[src/sv/der_sequence_splitter_top_defines.svh]
// Assertion macros for the DER sequence splitter RTL.
`ifndef DER_SEQUENCE_SPLITTER_TOP_DEFINES_SVH
`define DER_SEQUENCE_SPLITTER_TOP_DEFINES_SVH

`ifndef SYNTHESIS
// Invariant checked at every edge outside reset.
`define DSS_ASSERT(lbl, cond) \
  lbl: assert property (@(posedge clk) disable iff (!rst_n) (cond)) \
    else $error("dss invariant violated");
// Same-cycle implication.
`define DSS_ASSERT_IMPL(lbl, ante, cons) \
  lbl: assert property (@(posedge clk) disable iff (!rst_n) (ante) |-> (cons)) \
    else $error("dss implication violated");
// Next-cycle implication.
`define DSS_ASSERT_NEXT(lbl, ante, cons) \
  lbl: assert property (@(posedge clk) disable iff (!rst_n) (ante) |=> (cons)) \
    else $error("dss next-cycle check violated");
`else
`define DSS_ASSERT(lbl, cond)
`define DSS_ASSERT_IMPL(lbl, ante, cons)
`define DSS_ASSERT_NEXT(lbl, ante, cons)
`endif

`endif

[src/sv/dss_pkg.sv]
// Types and constants for the DER sequence splitter.
package dss_pkg;

  localparam int unsigned MAX_LEN_BYTES = 4;
  localparam int unsigned LBL_W         = $clog2(MAX_LEN_BYTES + 1);

  localparam logic [7:0] OUTER_TAG_RESET = 8'h30;

  typedef enum logic [2:0] {
    PH_OTAG      = 3'd0,
    PH_LEN_FIRST = 3'd1,
    PH_LEN_MORE  = 3'd2,
    PH_ITAG      = 3'd3,
    PH_CONTENT   = 3'd4
  } phase_t;

  typedef enum logic [2:0] {
    ROLE_OUTER_TAG = 3'd0,
    ROLE_OUTER_LEN = 3'd1,
    ROLE_ITEM_TAG  = 3'd2,
    ROLE_ITEM_LEN  = 3'd3,
    ROLE_CONTENT   = 3'd4,
    ROLE_IGNORED   = 3'd5
  } role_t;

  typedef enum logic [1:0] {
    ERR_NONE     = 2'd0,
    ERR_TAG      = 2'd1,
    ERR_LEN_LONG = 2'd2,
    ERR_OVERRUN  = 2'd3
  } err_t;

  typedef struct packed {
    logic [7:0]  byte_echo;
    role_t       byte_role;
    logic [15:0] item_number;
    logic        item_start;
    logic        item_end;
    logic [31:0] item_length;
    logic        length_done;
    logic        sequence_end;
    err_t        error_code;
  } res_t;

endpackage

[src/sv/dss_parser.sv]
// Parse state and per-byte decode of the DER sequence splitter.
`include "der_sequence_splitter_top_defines.svh"

module dss_parser (
  input  logic              clk,
  input  logic              rst_n,
  input  logic              in_fire,
  input  logic [7:0]        data_byte,
  input  logic              restart,
  input  logic [7:0]        outer_tag,
  output dss_pkg::res_t     res
);

  dss_pkg::phase_t            phase_r, phase_nxt;
  logic [31:0]                outer_rem_r, outer_rem_nxt;
  logic [31:0]                item_rem_r, item_rem_nxt;
  logic [dss_pkg::LBL_W-1:0]  lbl_r, lbl_nxt;
  logic [31:0]                acc_r, acc_nxt;
  logic [15:0]                cnt_r, cnt_nxt;
  logic                       in_outer_r, in_outer_nxt;

  // shared decode
  logic                       is_tag, tag_match, len_phase, uses_orem;
  logic [31:0]                orem_use, acc_shift, cmp_len, item_rem_dec;
  logic                       lf_long, lf_n_zero, lf_complete, lf_too_many, lf_start_more;
  logic [dss_pkg::LBL_W-1:0]  lm_lbl;
  logic                       complete, cmp_over, cmp_zero, content_end;
  logic                       item_end_ev, seq_end_ev, err_overrun;

  always_comb begin
    is_tag       = restart || (phase_r == dss_pkg::PH_OTAG);
    tag_match    = (data_byte == outer_tag);
    len_phase    = (phase_r == dss_pkg::PH_LEN_FIRST) || (phase_r == dss_pkg::PH_LEN_MORE);
    uses_orem    = (phase_r == dss_pkg::PH_ITAG) || (phase_r == dss_pkg::PH_CONTENT) ||
                   (len_phase && !in_outer_r);
    orem_use     = uses_orem ? outer_rem_r - 32'd1 : outer_rem_r;
    acc_shift    = {acc_r[23:0], data_byte};
    item_rem_dec = item_rem_r - 32'd1;

    lf_long       = data_byte[7];
    lf_n_zero     = (data_byte[6:0] == 7'd0);
    lf_complete   = !lf_long || lf_n_zero;
    lf_too_many   = lf_long && !lf_n_zero && (data_byte[6:0] > 7'(dss_pkg::MAX_LEN_BYTES));
    lm_lbl        = (lbl_r != '0) ? lbl_r - dss_pkg::LBL_W'(1) : '0;

    cmp_len  = (phase_r == dss_pkg::PH_LEN_MORE) ? acc_shift :
               (lf_long ? 32'd0 : {24'd0, data_byte});
    complete = !is_tag &&
               (((phase_r == dss_pkg::PH_LEN_FIRST) && lf_complete) ||
                ((phase_r == dss_pkg::PH_LEN_MORE) && (lm_lbl == '0)));
    cmp_over = (cmp_len > orem_use);
    cmp_zero = (cmp_len == 32'd0);

    // a long-form count that is accepted and opens the extra length bytes
    lf_start_more = !is_tag && (phase_r == dss_pkg::PH_LEN_FIRST) && !lf_complete &&
                    !lf_too_many && (in_outer_r || orem_use != 32'd0);

    content_end = !is_tag && (phase_r == dss_pkg::PH_CONTENT) && (item_rem_dec == 32'd0);
    item_end_ev = (complete && !in_outer_r && !cmp_over && cmp_zero) || content_end;
    seq_end_ev  = (item_end_ev && orem_use == 32'd0) || (complete && in_outer_r && cmp_zero);

    err_overrun = !is_tag &&
                  (((phase_r == dss_pkg::PH_ITAG) && orem_use == 32'd0) ||
                   (complete && !in_outer_r && cmp_over) ||
                   ((phase_r == dss_pkg::PH_LEN_FIRST) && lf_long && !lf_n_zero &&
                    !lf_too_many && !in_outer_r && orem_use == 32'd0) ||
                   ((phase_r == dss_pkg::PH_LEN_MORE) && !complete && !in_outer_r &&
                    orem_use == 32'd0));
  end

  // next state
  always_comb begin
    phase_nxt     = phase_r;
    outer_rem_nxt = outer_rem_r;
    item_rem_nxt  = item_rem_r;
    lbl_nxt       = lbl_r;
    acc_nxt       = acc_r;
    cnt_nxt       = cnt_r;
    in_outer_nxt  = in_outer_r;
    if (is_tag) begin
      cnt_nxt = 16'd0;
      if (tag_match) begin
        in_outer_nxt = 1'b1;
        phase_nxt    = dss_pkg::PH_LEN_FIRST;
      end else begin
        phase_nxt = dss_pkg::PH_OTAG;
      end
    end else begin
      outer_rem_nxt = orem_use;
      unique case (phase_r)
        dss_pkg::PH_ITAG: begin
          if (orem_use == 32'd0) begin
            phase_nxt = dss_pkg::PH_OTAG;
          end else begin
            in_outer_nxt = 1'b0;
            phase_nxt    = dss_pkg::PH_LEN_FIRST;
          end
        end
        dss_pkg::PH_LEN_FIRST, dss_pkg::PH_LEN_MORE: begin
          if (phase_r == dss_pkg::PH_LEN_MORE) begin
            acc_nxt = acc_shift;
            lbl_nxt = lm_lbl;
          end
          if (lf_start_more) begin
            lbl_nxt   = dss_pkg::LBL_W'(data_byte[6:0]);
            acc_nxt   = 32'd0;
            phase_nxt = dss_pkg::PH_LEN_MORE;
          end else if (complete && in_outer_r) begin
            outer_rem_nxt = cmp_len;
            phase_nxt     = cmp_zero ? dss_pkg::PH_OTAG : dss_pkg::PH_ITAG;
          end else if (complete && !cmp_over && !cmp_zero) begin
            item_rem_nxt = cmp_len;
            phase_nxt    = dss_pkg::PH_CONTENT;
          end else if (err_overrun ||
                       ((phase_r == dss_pkg::PH_LEN_FIRST) && lf_too_many)) begin
            phase_nxt = dss_pkg::PH_OTAG;
          end
        end
        dss_pkg::PH_CONTENT: begin
          item_rem_nxt = item_rem_dec;
        end
        default: begin
          phase_nxt = dss_pkg::PH_OTAG;
        end
      endcase
      if (item_end_ev) begin
        if (orem_use == 32'd0) begin
          phase_nxt = dss_pkg::PH_OTAG;
        end else begin
          phase_nxt = dss_pkg::PH_ITAG;
          if (cnt_r != 16'hFFFF) begin
            cnt_nxt = cnt_r + 16'd1;
          end
        end
      end
    end
  end

  // result of this byte
  always_comb begin
    res              = '0;
    res.byte_echo    = data_byte;
    res.item_number  = cnt_nxt;
    res.byte_role    = dss_pkg::ROLE_IGNORED;
    res.error_code   = dss_pkg::ERR_NONE;
    res.item_start   = 1'b0;
    res.item_end     = item_end_ev;
    res.length_done  = complete;
    res.item_length  = complete ? cmp_len : 32'd0;
    res.sequence_end = seq_end_ev;
    if (is_tag) begin
      if (tag_match) begin
        res.byte_role = dss_pkg::ROLE_OUTER_TAG;
      end else begin
        res.error_code = dss_pkg::ERR_TAG;
      end
    end else begin
      unique case (phase_r)
        dss_pkg::PH_ITAG: begin
          res.byte_role  = dss_pkg::ROLE_ITEM_TAG;
          res.item_start = 1'b1;
        end
        dss_pkg::PH_LEN_FIRST, dss_pkg::PH_LEN_MORE: begin
          res.byte_role = in_outer_r ? dss_pkg::ROLE_OUTER_LEN : dss_pkg::ROLE_ITEM_LEN;
        end
        dss_pkg::PH_CONTENT: begin
          res.byte_role = dss_pkg::ROLE_CONTENT;
        end
        default: begin
          res.byte_role = dss_pkg::ROLE_IGNORED;
        end
      endcase
      if (phase_r == dss_pkg::PH_LEN_FIRST && lf_too_many) begin
        res.error_code = dss_pkg::ERR_LEN_LONG;
      end else if (err_overrun) begin
        res.error_code = dss_pkg::ERR_OVERRUN;
      end
    end
  end

  always_ff @(posedge clk) begin
    if (!rst_n) begin
      phase_r     <= dss_pkg::PH_OTAG;
      outer_rem_r <= '0;
      item_rem_r  <= '0;
      lbl_r       <= '0;
      acc_r       <= '0;
      cnt_r       <= '0;
      in_outer_r  <= 1'b0;
    end else if (in_fire) begin
      phase_r     <= phase_nxt;
      outer_rem_r <= outer_rem_nxt;
      item_rem_r  <= item_rem_nxt;
      lbl_r       <= lbl_nxt;
      acc_r       <= acc_nxt;
      cnt_r       <= cnt_nxt;
      in_outer_r  <= in_outer_nxt;
    end
  end

  `DSS_ASSERT_NEXT(a_tag_clears_count, in_fire && is_tag, cnt_r == 16'd0)
  `DSS_ASSERT_IMPL(a_content_bounds, phase_r == dss_pkg::PH_CONTENT,
                   item_rem_r != 32'd0 && item_rem_r <= outer_rem_r)
  `DSS_ASSERT_IMPL(a_item_tag_room, phase_r == dss_pkg::PH_ITAG, outer_rem_r != 32'd0)
  `DSS_ASSERT_IMPL(a_len_more_count, phase_r == dss_pkg::PH_LEN_MORE,
                   lbl_r != '0 && lbl_r <= dss_pkg::LBL_W'(dss_pkg::MAX_LEN_BYTES))

endmodule

[src/sv/der_sequence_splitter_top.sv]
// Top level of the DER sequence splitter: handshakes, tag register, result register.
//
// Usage: bytes of a DER SEQUENCE enter on the in_ stream, one request per byte;
// in_tuser[0] set forces that byte to be read as a new outer tag. Each accepted
// byte gives exactly one request on the out_ stream carrying the byte, its role
// (out_tuser), item number, start/end marks, decoded length and error code;
// out_tlast marks the last byte of the whole sequence.
// out_tvalid rises the cycle after acceptance; throughput is one byte per cycle while
// out_tready is high, set by the single decode stage between the parse state and the
// result register. in_tready is high while the result register is empty or being taken,
// so a stalled receiver holds the result in place and stops input after one byte.
// The cfg_ port writes the expected outer tag (0x30 after reset); write it only
// while no byte is in flight. Synchronous active-low reset returns the parser to
// expecting an outer tag, clears all counters and empties the result register.
module der_sequence_splitter_top (
  input  logic        clk,
  input  logic        rst_n,
  input  logic        in_tvalid,
  output logic        in_tready,
  input  logic [7:0]  in_tdata,   // [7:0] data_byte
  input  logic [0:0]  in_tuser,   // [0] restart
  output logic        out_tvalid,
  input  logic        out_tready,
  output logic [63:0] out_tdata,  // [7:0] byte_echo, [23:8] item_number, [24] item_start,
                                  // [25] item_end, [57:26] item_length, [58] length_done,
                                  // [60:59] error_code, [63:61] zero
  output logic [2:0]  out_tuser,  // [2:0] byte_role
  output logic        out_tlast,  // sequence_end
  input  logic        cfg_valid,
  output logic        cfg_ready,
  input  logic [7:0]  cfg_data
);

  logic          in_fire;
  logic [7:0]    outer_tag_r;
  logic          out_valid_r;
  dss_pkg::res_t out_res_r;
  dss_pkg::res_t step_res;

  assign in_tready = !out_valid_r || out_tready;
  assign in_fire   = in_tvalid && in_tready;
  assign cfg_ready = 1'b1;

  always_ff @(posedge clk) begin
    if (!rst_n) begin
      outer_tag_r <= dss_pkg::OUTER_TAG_RESET;
    end else if (cfg_valid) begin
      outer_tag_r <= cfg_data;
    end
  end

  dss_parser u_parser (
    .clk       (clk),
    .rst_n     (rst_n),
    .in_fire   (in_fire),
    .data_byte (in_tdata),
    .restart   (in_tuser[0]),
    .outer_tag (outer_tag_r),
    .res       (step_res)
  );

  always_ff @(posedge clk) begin
    if (!rst_n) begin
      out_valid_r <= 1'b0;
    end else if (in_fire) begin
      out_valid_r <= 1'b1;
    end else if (out_tready) begin
      out_valid_r <= 1'b0;
    end
  end

  always_ff @(posedge clk) begin
    if (in_fire) begin
      out_res_r <= step_res;
    end
  end

  assign out_tvalid = out_valid_r;
  assign out_tdata  = {3'd0,
                       out_res_r.error_code,
                       out_res_r.length_done,
                       out_res_r.item_length,
                       out_res_r.item_end,
                       out_res_r.item_start,
                       out_res_r.item_number,
                       out_res_r.byte_echo};
  assign out_tuser  = out_res_r.byte_role;
  assign out_tlast  = out_res_r.sequence_end;

endmodule
[config.mk]
export PLATFORM = sky130hd
export DESIGN_NAME = der_sequence_splitter_top
export DESIGN_NICKNAME = d
export VERILOG_FILES = /design/src/sv/dss_pkg.sv /design/src/sv/dss_parser.sv /design/src/sv/der_sequence_splitter_top.sv
export VERILOG_INCLUDE_DIRS = /design/src /design/src/sv
export SDC_FILE = /design/constraint.sdc
export NUM_CORES = 1
export LEC_CHECK = 0
export BUFFER_PORTS_ARGS = -buffer_cell sky130_fd_sc_hd__buf_2
export CAP_MARGIN = 20
export CORE_ASPECT_RATIO = 1.75
export CORE_UTILIZATION = 55
export DETAILED_ROUTE_END_ITERATION = 10
export GPL_ROUTABILITY_DRIVEN = 0
export PLACE_DENSITY = 0.76
export SETUP_SLACK_MARGIN = 0.2
export SLEW_MARGIN = 20
export SYNTH_ARGS = -nofsm -noshare
export SYNTH_HDL_FRONTEND = slang
export SYNTH_SLANG_ARGS = --single-unit
export TNS_END_PERCENT = 30
[constraint.sdc]
create_clock -name clk -period 4.75 [get_ports clk]
set_clock_uncertainty 0.15 [all_clocks]
set_input_delay 0.2375 -clock clk [delete_from_list [all_inputs] [get_ports clk]]
set_output_delay 0.2375 -clock clk [all_outputs]
set_load 0.05 [all_outputs]
==> results.sh <==
export IMPL_clock_sinks=185
export IMPL_worst_pin_slew_ns=0.8581
export IMPL_dpl_cell_area_mm2=0.01316
export IMPL_crit_path_end_kind="register"
export IMPL_ys_ff_latch=185
export IMPL_ff_latch_area_mm2=0.004365
export IMPL_timing_fmax_ghz=0.2042
export IMPL_crit_required_ns=4.79
export IMPL_drc_errors=0
export IMPL_finalNetCount=1611
export IMPL_p_leak_nw=5.980
export IMPL_peakVddDrop_mv=0.3486
export IMPL_placementRows=70
export IMPL_crit_family="simple AND/OR/NAND/NOR gates"
export IMPL_dieArea_mm2=0.02194
export IMPL_via_per_inst=6.603
export IMPL_numPortBuffers=88
export IMPL_power_w=0.003451
export IMPL_hold_path_startpoint="cfg_valid"
export IMPL_antenna_found_initial=0
export IMPL_drv_slew=0
export IMPL_path_max_fanout=8
export IMPL_start_util_pct=56.05
export IMPL_fin_ws_ns=-0.1478
export IMPL_startpoint="u_parser.phase_r[2]"
export IMPL_hold_path_class="in -> reg"
export IMPL_clock_latency_ns=0.45
export IMPL_cp_data_arrival_time_ns=4.94
export IMPL_multi_input_comb_area_mm2=0.007112
export IMPL_timing_final_crit_share_pct=103.1
export IMPL_period_minus_slack_ns=4.898
export IMPL_ant_nets=0
export IMPL_cts_tree="yes"
export IMPL_r2r_slack_ns=-0.15
export IMPL_post_drt_wl_per_cell_um=22.12
export IMPL_hpwlAfterDp_um=27310
export IMPL_setup_worst_path_class="reg -> reg"
export IMPL_slowest_delay_ns=0.56
export IMPL_dr_wl_met3_um=3552
export IMPL_worstPathCellList="nor3b_4, buf_4, a211oi_4, or4_4, nor3_4, and2_4, xnor2_2, ha_1, nand2_2, or3_4, nor4_4, a32o_2, o21ai_2, or4_4, o31a_4, nor3_4, buf_12, mux2i_1, nor2_1"
export IMPL_ys_warn_count=0
export IMPL_regToRegStartpoint="u_parser.phase_r[2]"
export IMPL_setup_viol=35
export IMPL_fin_area_mm2=0.01444
export IMPL_slew_headroom_pct=42.79
export IMPL_grtUsageTotal_pct=36.88
export IMPL_final_common_cell="buf_4"
export IMPL_grt_overflow_total=0
export IMPL_yosys_cell_types_count=90
export IMPL_diodes=0
export IMPL_ctsHtreeMaxLevel=4
export IMPL_status="complete, but fails checks"
export IMPL_cts_clk_slew_worst_paths_ns=0.07
export IMPL_clk_path_buf_depth=2
export IMPL_violations="setup timing"
export IMPL_synthesis_area_mm2=0.01173
export IMPL_power_density_mw_per_mm2=239.0
export IMPL_syn_avg_cell_area_um2=8.564
export IMPL_drive_gt1_share_pct=23.34
export IMPL_layout_common_cells="139 x buf_4, 135 x nand2_1, 115 x nor2_1, 115 x dfxtp_1, 87 x buf_2"
export IMPL_rsz0062_at_grt="yes"
export IMPL_die_height_um=195.2
export IMPL_routed_wl_um=40170
export IMPL_drv_cap=0
export IMPL_grt_pass1_wl_um=61390
export IMPL_ys_flop_type="dfxtp_1"
export IMPL_area_growth_pct=23.08
export IMPL_drt_iter0_drc=1417
export IMPL_core_mm2=0.02093
export IMPL_cts_buffers=17
export IMPL_n_fill_cell=1577
export IMPL_crit_slowest_cell="or4_4"
export IMPL_finalHoldViolCount=0
export IMPL_wl_met1_um=13620
export IMPL_crit_buf_inv=2
export IMPL_worstSetupStartpointType="register"
export IMPL_synth_cells=1370
export IMPL_vias=11991
export IMPL_dr_max_layer_used="met4"
export IMPL_die_w_um=112.4
export IMPL_grt_max_degree=73
export IMPL_ctsRootBufferMaster="clkbuf_16"
export IMPL_dr_pass1_iters=6
export IMPL_io_pins=93
export IMPL_synth_edff_count=65
export IMPL_grt_pass1_vias=11358
export IMPL_ys_async_sr_fraction_pct=0
export IMPL_wl_met2_um=18880
export IMPL_dp_cells=1740
export IMPL_instances_no_fill=1816
export IMPL_synth_seq_area_share_pct=37.11
synthesized netlist by cell type (8+ instances only):
master	instances	area [um2]
nand2_1	136	510.5
dfxtp_1	120	2402
nor2_1	118	442.9
o21ai_0	104	520.5
clkbuf_1	76	285.3
edfxtp_1	65	1952
a21oi_1	50	250.2
xnor2_1	48	420.4
nor3_1	47	235.2
inv_1	44	165.2
ha_1	38	475.5
nand3_1	38	190.2
nor2b_1	34	212.7
a21boi_0	33	247.7
nor4_1	30	187.7
nand3b_1	28	210.2
o211ai_1	24	180.2
o211a_1	21	210.2
a21boi_1	19	142.6
and2_1	16	100.1
nand4_1	16	100.1
or3_1	16	100.1
mux2i_1	15	150.1
a22oi_1	13	97.59
o21a_1	13	97.59
nand2b_1	11	68.82
xor2_1	11	96.34
a211oi_1	10	75.07
and3_1	10	62.56
o22ai_1	10	62.56
a31oi_1	9	56.30
buf_4	8	60.06
cell families (layout without fill, tap and decap cells):
kind of cell | after synthesis | after routing | synth area share [%]
AND/OR/NAND/NOR | 567 | 567 | 26.93
AO/OA/AOI/OAI | 361 | 362 | 20.99
flip-flops | 185 | 185 | 37.11
buffers and inverters | 143 | 334 | 5.172
XOR/XNOR | 59 | 59 | 4.404
adder cells (fa/ha/maj) | 38 | 38 | 4.053
multiplexers | 15 | 15 | 1.280
other | 2 | 4 | 0.06401
metrics by stage:
stage	utilization, %	hold slack, ns	setup slack (ns)	TNS, ns
3_5_place_dp	62.89	0.3147	-0.1813	-3.234
2_1_floorplan	-	0.1864	-0.07398	-0.08747
6_report	68.98	0.06099	-0.1478	-2.372
3_3_place_gp	62.89	0.3030	-0.006146	-0.006146
5_1_grt	68.98	0.07142	-0.3010	-9.633
4_1_cts	67.65	0.02944	0.004127	0
power by group:
group	switching [W]	total, W	internal (W)
clock network	0.000673	0.00146	0.000787
registers	0.0000103	0.00168	0.00167
logic	0.000225	0.000316	0.0000905
total	0.000908	0.00345	0.00254
layout make-up:
class | instances | area share, %
inverter | 45 | 1.170
sequential | 185 | 30.23
multi-input combinational | 1045 | 49.25
clock inverter | 15 | 1.144
timing repair buffer | 257 | 13.08
tap | 252 | 2.184
clock buffer | 17 | 2.946
worst min-delay path: cells and delay by family:
kind	cells	cell delay, ns
buffers and inverters	1	0.19
muxes	1	0.14
and+or+nand+nor	1	0.07
metal layers:
layer	global-route usage, %	up-vias
met4	33.43	0
met1	38.88	5626
li1	-	5372
met5	0	-
met3	8.690	251
met2	60.75	742
sequential cells by signal (all words and copies together), names as in the netlist:
signal,cells
out_tdata,61
u_parser.in_outer_r,1
u_parser.outer_rem_r,32
out_tlast,1
u_parser.phase_r,3
out_tvalid,1
u_parser.acc_r,24
u_parser.lbl_r,3
outer_tag_r,8
out_tuser,3
u_parser.cnt_r,16
u_parser.item_rem_r,32
what timing repair did:
action,4_1_cts,5_1_grt
pin swaps,18,34
endpoints found under the setup margin,67,68
hold buffers,18,0
hold endpoints to repair,23,0
buffers inserted,12,8
gates resized for setup,26,69
cloned,2,4
worst paths after layout:
kind	cells after the start	end
min	3	outer_tag_r[4]
max	19	out_tdata[9]
max reg2reg	19	out_tdata[9]
min reg2reg	2	u_parser.item_rem_r[30]
No activity file was read; power rests on OpenSTA's default activity.
